==> src/rtl/core/zsf_pkg.sv <==
`timescale 1ns / 1ps
// ----------------------------------------------------------------------------
// zsf_pkg
// Shared constants and types of the zero-sum subarray finder: widths, cell
// count, picker geometry, cell control bundle and control states.
// ----------------------------------------------------------------------------
package zsf_pkg;

    // element and sum widths
    localparam int VALUE_BITS = 16;
    localparam int SUM_BITS   = VALUE_BITS + 6;

    // index width and table capacity
    localparam int IDX_BITS  = 6;
    localparam int MAX_ITEMS = 63;

    // cells hold prefix positions 1 .. MAX_ITEMS-1, position 0 is always zero
    localparam int NUM_CELLS = MAX_ITEMS - 1;

    // match picker geometry: groups of eight bits
    localparam int PICK_BITS  = 1 << IDX_BITS;
    localparam int GRP_BITS   = 3;
    localparam int GROUP_SIZE = 1 << GRP_BITS;
    localparam int SEL_BITS   = IDX_BITS - GRP_BITS;
    localparam int NUM_GROUPS = 1 << SEL_BITS;

    typedef logic [SUM_BITS-1:0] sum_t;
    typedef logic [IDX_BITS-1:0] idx_t;

    // broadcast control to every cell
    typedef struct packed {
        logic compare;
        logic clear;
    } cell_ctrl_t;

    // picker result
    typedef struct packed {
        logic any;
        logic more;
        idx_t idx;
    } pick_t;

    // control states
    typedef enum logic [1:0] {
        ST_IDLE,
        ST_CMP,
        ST_EMIT
    } state_t;

endpackage

==> src/rtl/core/zero_sum_subarray_finder_top.sv <==
`timescale 1ns / 1ps
// ----------------------------------------------------------------------------
// zero_sum_subarray_finder_top
// Zero-sum subarray finder built as a chain of prefix-sum cells.
//
// Input channel (in_valid / in_stall): one signed array element per request,
// last_item marks the final element of an array. Output channel
// (out_valid / out_stall): one request per zero-sum subarray ending at the
// current element, as start_index and end_index, in ascending start order;
// last_match flags the final one for that element.
// Timing: an element is taken in the idle state; the next cycle compares the
// new prefix sum against every stored cell in parallel and stores it in the
// first free cell. Results then leave one per cycle from the match picker
// while out_stall is low. The next element is taken only once the emit state
// returns to idle; the first result appears in the emit state, after compare.
// Elements beyond 63 in one array are taken and ignored.
// A stalled result holds its fields and further results wait behind it.
// Reset (rst_n low, asynchronous) empties all cells and clears the sum and
// count; an element with last_item set does the same after its results.
// ----------------------------------------------------------------------------
module zero_sum_subarray_finder_top
(
    input  logic                                 clk,
    input  logic                                 rst_n,
    input  logic                                 in_valid,
    output logic                                 in_stall,
    input  logic signed [zsf_pkg::VALUE_BITS-1:0] value,
    input  logic                                 last_item,
    output logic                                 out_valid,
    input  logic                                 out_stall,
    output logic [zsf_pkg::IDX_BITS-1:0]         start_index,
    output logic [zsf_pkg::IDX_BITS-1:0]         end_index,
    output logic                                 last_match
);
    import zsf_pkg::*;

    state_t state_reg;
    state_t state_next;
    sum_t   sum_reg;
    sum_t   sum_next;
    idx_t   count_reg;
    idx_t   count_next;
    idx_t   cur_idx_reg;
    idx_t   cur_idx_next;
    logic   last_reg;
    logic   last_next;
    logic   match0_reg;
    logic   match0_next;

    cell_ctrl_t             ctrl;
    logic                   in_fire;
    logic                   out_fire;
    logic                   room;
    logic                   finish;
    logic [NUM_CELLS:0]     occ_chain;
    logic [MAX_ITEMS-1:0]   match_vec;
    logic [MAX_ITEMS-1:0]   onehot;
    logic [MAX_ITEMS-1:0]   grant_vec;
    pick_t                  pick;

    assign in_fire  = in_valid && !in_stall;
    assign out_fire = out_valid && !out_stall;
    assign room     = count_reg < IDX_BITS'(MAX_ITEMS);
    assign finish   = (state_reg == ST_EMIT) && (!pick.any || (!out_stall && !pick.more));

    // next state
    always_comb
    begin
        state_next = state_reg;
        unique case (state_reg)
            ST_IDLE:
            begin
                if (in_fire && room)
                begin
                    state_next = ST_CMP;
                end
            end
            ST_CMP:
            begin
                state_next = ST_EMIT;
            end
            ST_EMIT:
            begin
                if (finish)
                begin
                    state_next = ST_IDLE;
                end
            end
            default:
            begin
                state_next = ST_IDLE;
            end
        endcase
    end

    // state outputs
    always_comb
    begin
        in_stall     = 1'b1;
        out_valid    = 1'b0;
        ctrl.compare = 1'b0;
        ctrl.clear   = 1'b0;
        unique case (state_reg)
            ST_IDLE:
            begin
                in_stall   = 1'b0;
                ctrl.clear = in_valid && !room && last_item;
            end
            ST_CMP:
            begin
                ctrl.compare = 1'b1;
            end
            ST_EMIT:
            begin
                out_valid  = pick.any;
                ctrl.clear = finish && last_reg;
            end
            default:
            begin
                in_stall = 1'b1;
            end
        endcase
    end

    // datapath next values
    always_comb
    begin
        sum_next     = sum_reg;
        count_next   = count_reg;
        cur_idx_next = cur_idx_reg;
        last_next    = last_reg;
        match0_next  = match0_reg;
        if (in_fire && room)
        begin
            sum_next     = sum_reg + {{(SUM_BITS-VALUE_BITS){value[VALUE_BITS-1]}}, value};
            cur_idx_next = count_reg;
            count_next   = count_reg + 1'b1;
            last_next    = last_item;
        end
        if (ctrl.compare)
        begin
            match0_next = (sum_reg == '0);
        end
        else if (grant_vec[0])
        begin
            match0_next = 1'b0;
        end
        if (ctrl.clear)
        begin
            sum_next   = '0;
            count_next = '0;
        end
    end

    // control and datapath flops
    always_ff @(posedge clk or negedge rst_n)
    begin
        if (!rst_n)
        begin
            state_reg  <= ST_IDLE;
            sum_reg    <= '0;
            count_reg  <= '0;
            last_reg   <= 1'b0;
            match0_reg <= 1'b0;
        end
        else
        begin
            state_reg  <= state_next;
            sum_reg    <= sum_next;
            count_reg  <= count_next;
            last_reg   <= last_next;
            match0_reg <= match0_next;
        end
    end

    // current element index
    always_ff @(posedge clk)
    begin
        cur_idx_reg <= cur_idx_next;
    end

    // chain of prefix cells, position 0 is the fixed empty prefix
    assign occ_chain[0]  = 1'b1;
    assign match_vec[0]  = match0_reg;
    assign grant_vec     = out_fire ? onehot : '0;

    for (genvar k = 0; k < NUM_CELLS; k++)
    begin : g_cell
        zsf_cell u_cell
        (
            .clk      (clk),
            .rst_n    (rst_n),
            .ctrl     (ctrl),
            .sum_in   (sum_reg),
            .prev_occ (occ_chain[k]),
            .grant    (grant_vec[k+1]),
            .occ      (occ_chain[k+1]),
            .match    (match_vec[k+1])
        );
    end

    // lowest pending match
    zsf_pick u_pick
    (
        .match_vec (match_vec),
        .pick      (pick),
        .onehot    (onehot)
    );

    assign start_index = pick.idx;
    assign end_index   = cur_idx_reg;
    assign last_match  = !pick.more;

`ifndef ASSERT_OFF
    // final result of an element returns the block to idle
    a_last_to_idle: assert property (@(posedge clk) disable iff (!rst_n)
        (out_fire && last_match) |=> (state_reg == ST_IDLE))
        else $error("final result did not end the element");

    // occupied cells always form a contiguous run from the head
    a_occ_contig: assert property (@(posedge clk) disable iff (!rst_n)
        ((occ_chain[NUM_CELLS:1] & (occ_chain[NUM_CELLS:1] + 1'b1)) == '0))
        else $error("cell occupancy is not contiguous");

    // a subarray never starts after its end
    a_order: assert property (@(posedge clk) disable iff (!rst_n)
        out_valid |-> (start_index <= end_index))
        else $error("start index beyond end index");

    // at most one cell released per result
    a_grant: assert property (@(posedge clk) disable iff (!rst_n)
        $onehot0(grant_vec))
        else $error("more than one match released");
`endif

endmodule

==> src/rtl/core/zsf_cell.sv <==
`timescale 1ns / 1ps
// ----------------------------------------------------------------------------
// zsf_cell
// One prefix-sum cell: stores a sum when it is the first free cell of the
// chain, compares it with the broadcast sum, and holds its match flag until
// the result for it is granted.
// ----------------------------------------------------------------------------
module zsf_cell
(
    input  logic                clk,
    input  logic                rst_n,
    input  zsf_pkg::cell_ctrl_t ctrl,
    input  zsf_pkg::sum_t       sum_in,
    input  logic                prev_occ,
    input  logic                grant,
    output logic                occ,
    output logic                match
);
    import zsf_pkg::*;

    logic occ_reg;
    logic occ_next;
    logic match_reg;
    logic match_next;
    sum_t stored_reg;
    logic load;

    // first free cell behind an occupied neighbor takes the new sum
    assign load = ctrl.compare && prev_occ && !occ_reg;

    // occupancy and match next values
    always_comb
    begin
        occ_next   = occ_reg;
        match_next = match_reg;
        if (ctrl.clear)
        begin
            occ_next = 1'b0;
        end
        else if (load)
        begin
            occ_next = 1'b1;
        end
        if (ctrl.compare)
        begin
            match_next = occ_reg && (stored_reg == sum_in);
        end
        else if (grant)
        begin
            match_next = 1'b0;
        end
    end

    // control flops
    always_ff @(posedge clk or negedge rst_n)
    begin
        if (!rst_n)
        begin
            occ_reg   <= 1'b0;
            match_reg <= 1'b0;
        end
        else
        begin
            occ_reg   <= occ_next;
            match_reg <= match_next;
        end
    end

    // stored prefix sum
    always_ff @(posedge clk)
    begin
        if (load)
        begin
            stored_reg <= sum_in;
        end
    end

    assign occ   = occ_reg;
    assign match = match_reg;

endmodule

==> src/rtl/core/zsf_pick.sv <==
`timescale 1ns / 1ps
// ----------------------------------------------------------------------------
// zsf_pick
// Lowest-index match picker: a two-level find-first over groups of eight,
// giving the index, a one-hot grant mask and whether more matches remain.
// ----------------------------------------------------------------------------
module zsf_pick
(
    input  logic [zsf_pkg::MAX_ITEMS-1:0] match_vec,
    output zsf_pkg::pick_t                pick,
    output logic [zsf_pkg::MAX_ITEMS-1:0] onehot
);
    import zsf_pkg::*;

    logic [PICK_BITS-1:0]  vec_pad;
    logic [PICK_BITS-1:0]  onehot_pad;
    logic [NUM_GROUPS-1:0] grp_any;
    logic [GROUP_SIZE-1:0] sub_vec;
    logic [SEL_BITS-1:0]   sel_grp;
    logic [GRP_BITS-1:0]   sel_bit;
    idx_t                  pick_idx;

    assign vec_pad = {{(PICK_BITS-MAX_ITEMS){1'b0}}, match_vec};

    // group summary and lowest nonempty group
    always_comb
    begin
        sel_grp = '0;
        for (int g = 0; g < NUM_GROUPS; g++)
        begin
            grp_any[g] = |vec_pad[g*GROUP_SIZE +: GROUP_SIZE];
        end
        for (int g = NUM_GROUPS - 1; g >= 0; g--)
        begin
            if (grp_any[g])
            begin
                sel_grp = SEL_BITS'(g);
            end
        end
    end

    // lowest set bit inside the chosen group
    assign sub_vec = vec_pad[{sel_grp, {GRP_BITS{1'b0}}} +: GROUP_SIZE];

    always_comb
    begin
        sel_bit = '0;
        for (int b = GROUP_SIZE - 1; b >= 0; b--)
        begin
            if (sub_vec[b])
            begin
                sel_bit = GRP_BITS'(b);
            end
        end
    end

    assign pick_idx   = {sel_grp, sel_bit};
    assign onehot_pad = PICK_BITS'(1) << pick_idx;

    // result bundle
    assign pick.any  = |grp_any;
    assign pick.more = |(vec_pad & ~onehot_pad);
    assign pick.idx  = pick_idx;
    assign onehot    = onehot_pad[MAX_ITEMS-1:0];

endmodule
==> config.mk <==
export PLATFORM = sky130hd
export DESIGN_NAME = zero_sum_subarray_finder_top
export DESIGN_NICKNAME = d
export VERILOG_FILES = /design/src/rtl/core/zsf_pkg.sv /design/src/rtl/core/zero_sum_subarray_finder_top.sv /design/src/rtl/core/zsf_cell.sv /design/src/rtl/core/zsf_pick.sv
export SDC_FILE = /design/constraint.sdc
export NUM_CORES = 2
export LEC_CHECK = 0
export BUFFER_PORTS_ARGS = -buffer_cell sky130_fd_sc_hd__clkbuf_2
export CORE_ASPECT_RATIO = 0.8
export CORE_MARGIN = 10
export CORE_UTILIZATION = 40
export CTS_CLUSTER_DIAMETER = 150
export DETAILED_ROUTE_END_ITERATION = 12
export GPL_TIMING_DRIVEN = 0
export HOLD_SLACK_MARGIN = 0.08
export PLACE_DENSITY = 0.52
export SYNTH_ARGS = -nofsm -noshare
export SYNTH_HDL_FRONTEND = slang
export SYNTH_SLANG_ARGS = --single-unit
export TNS_END_PERCENT = 1
==> constraint.sdc <==
create_clock -name clk -period 4.9 [get_ports clk]
set_input_delay 0.245 -clock clk [delete_from_list [all_inputs] [get_ports clk]]
set_output_delay 0.245 -clock clk [all_outputs]
set_load 0.01 [all_outputs]
==> results.json <==
{
  "final-instance-count-excl-fill": 7265,
  "rrSetupSlack_ps": -220,
  "io_pins": 36,
  "powerDensity_mw_per_mm2": 653.2,
  "min_period_ps": 5509,
  "io_buffers": 35,
  "drt_wl_total_um": 299200,
  "dr.pass1.iters": 6,
  "final.setup.worst_slack_ps": -608.9,
  "antenna_left": 0,
  "tritoncts": "yes",
  "p_leak_uw": 0.02748,
  "synth_most_common_cell": "edfxtp_1",
  "irDropWorstVdd_mv": 0.8561,
  "largest_reg_flops": 1364,
  "clk_path_buf_depth": 3,
  "rows": 133,
  "clock-root-buffer": "clkbuf_16",
  "yosysWarnings": 0,
  "synth.avg_cell_area_um2": 14.56,
  "yosysTopAreaCell": "edfxtp_1",
  "worstHoldEndpoint": "sum_reg[12]",
  "cp-end-kind": "output port",
  "critPathRequiredTime_ps": 4660,
  "wl_per_cell_um": 41.18,
  "dieArea_mm2": 0.1817,
  "clk-insertion-delay-late_ps": 830,
  "criticalPathCategory": "reg2out",
  "vias_per_cell": 6.039,
  "setup_violations": 71,
  "cts_buffers": 158,
  "clock_skew_ps": 40.99,
  "start_util_pct": 40.20,
  "worstHoldPathCells": 6,
  "nets": 5004,
  "hold_class": "in2reg",
  "synth-edff-count": 1370,
  "core_region_area_mm2": 0.1641,
  "fp.dieW_um": 474.0,
  "yosysTopAreaCellShare_pct": 62.36,
  "vias": 43870,
  "hold_path.startpoint": "value[12]",
  "drive_gt1_share_pct": 16.47,
  "drtIter0Drc": 7569,
  "cap_viol_max_count": 0,
  "antenna_found_initial": 27,
  "track_usage_pct": 32.20,
  "reg2reg_depth": 16,
  "grt_pass1_vias": 39860,
  "clkSlewWorstSetupHoldPaths_ps": 60,
  "slew_headroom_pct": 0.9254,
  "grt_remaining_overflow": 0,
  "synthesis.area_mm2": 0.06597,
  "failed_checks": "setup timing",
  "htree_levels": 4,
  "synth_cell_types": 76,
  "tightest_slew_ps": 1486,
  "ys_seq_elements": 1526,
  "synth_area_leaders": "edfxtp_1, xor2_1, dfrtp_1",
  "worstPathArrival_ps": 5260,
  "finalHoldViolCount": 0,
  "synthTopCellsByCount": "edfxtp_1, xor2_1, xnor2_1",
  "areaGrowthSynthToFinish_pct": 19.43,
  "grt_max_degree": 96,
  "critPathLaunchType": "flop",
  "dominantRegCellSynth": "edfxtp_1",
  "grt_pass1_wl_um": 387100,
  "outcome": "finished with violations",
  "syn_inst": 4532,
  "finalPower_uw": 51460,
  "die_h_um": 383.2,
  "cts.sinks": 1526,
  "syn_nets": 4576,
  "worstPathMaxFanout": 5,
  "globalplace.congestion": 0.9807,
  "r2r-start": "g_cell[5].u_cell.match",
  "hpwl_um": 199500,
  "fmax_ghz": 0.1815,
  "rsz0062_at_grt": "yes",
  "drv_slew": 0,
  "yosysSeqAreaShare_pct": 68.28,
  "drcViolationCount": 0,
  "post-place-cells": 6856,
  "min_period_over_period_pct": 112.4,
  "rr_endpoint": "g_cell[16].u_cell.match",
  "synth-async-reset-ratio_pct": 10.22
}
where the power goes:
| part | internal, uW | switching [uW] |
|---|---|---|
| sequential | 17600 | 2400 |
| clock | 6520 | 5360 |
| combinational | 5520 | 14000 |
through the flow:
| stage | util (%) | area (um2) | worst slack (ps) | TNS [ps] | hold slack (ps) |
|---|---|---|---|---|---|
| 3_5_place_dp | 43.90 | 72030 | -1953 | -198950 | 344.7 |
| 6_report | 48.02 | 78790 | -608.9 | -2866 | 132.0 |
| 4_1_cts | 47.69 | 78240 | -643.2 | -6383 | 91.98 |
| 3_3_place_gp | 41.96 | 68840 | -3607 | -377010 | 487.4 |
| 5_1_grt | 48.00 | 78760 | -676.3 | -12190 | 201.8 |
| 2_1_floorplan | - | 65970 | 775.5 | 0 | -50.59 |
cell type report:
class / instances / area (um2)
Fill cell: 14250 / 85290
Antenna cell: 11 / 27.53
Sequential cell: 1526 / 45180
Timing Repair Buffer: 271 / 3892
Tap cell: 2160 / 2703
Buffer: 199 / 1028
Inverter: 20 / 80.08
Clock buffer: 218 / 4363
Clock inverter: 76 / 599.3
Multi-Input combinational cell: 2784 / 20910
repair_timing:
action                                 4_1_cts  5_1_grt
endpoints found under the hold margin       96        0
setup endpoints to repair                  156      102
gates resized for setup                    148       56
setup buffers                               56       32
pin swaps                                   30       28
hold buffers                                19        0
cloned                                       1        0
critical path: stages (launching register included):
cell	delay [ps]
dfrtp_4	530
or4_4	570
nor4_4	390
a221oi_4	160
buf_6	190
a211oi_4	260
buf_4	170
a22o_1	240
nand2_1	270
a2bb2oi_1	470
nand4_1	140
a211oi_1	250
and4_4	300
nand3_2	100
nor3_4	190
buf_2	170
cell families (layout without fill, tap and decap cells):
logic type / count (synthesis) / in the layout / synth area share, %
buffers and inverters: 222 / 784 / 1.383
muxes: 4 / 4 / 0.06449
xor gates and xnor gates: 1386 / 1386 / 18.40
DFF: 1526 / 1526 / 68.28
adders and majority gates: 23 / 23 / 0.4476
and+or+nand+nor: 1018 / 1018 / 7.999
other: 0 / 11 / 0
AOI/OAI and AO/OA: 353 / 353 / 3.422
cells in the final DEF, fill, tap and decap left out, drive strengths merged, types with 95 or more instances in the layout:
cell type and count:
nor2 206, o21ai 95, nand4 99, nand2 208, buf 299, edfxtp 1370
nor4 314, nand3 111, xor2 1021, a21oi 112, dfrtp 156, xnor2 365
clkbuf 371
routing by layer:
layer	part of all wire, %	GRT usage [%]	vias up
met2	42	45.70	2874
met5	0.024	0	-
met3	11	8.316	561
met1	42	46.62	22940
met4	4.9	13.34	12
li1	-	-	17490
worst max-delay path by stage:
stage                            start                      end  slack [ps]  cells after the start
6_report       g_cell[28].u_cell.match               last_match        -610                     15
4_1_cts        g_cell[51].u_cell.match               last_match        -640                     18
3_3_place_gp                sum_reg[9]  g_cell[19].u_cell.match       -3610                      7
3_5_place_dp   g_cell[36].u_cell.match    g_cell[46].u_cell.occ       -1950                     14
5_1_grt        g_cell[28].u_cell.match               last_match        -680                     15
2_1_floorplan  g_cell[40].u_cell.match             state_reg[1]         780                     16
(Power assumes the default switching activity.)
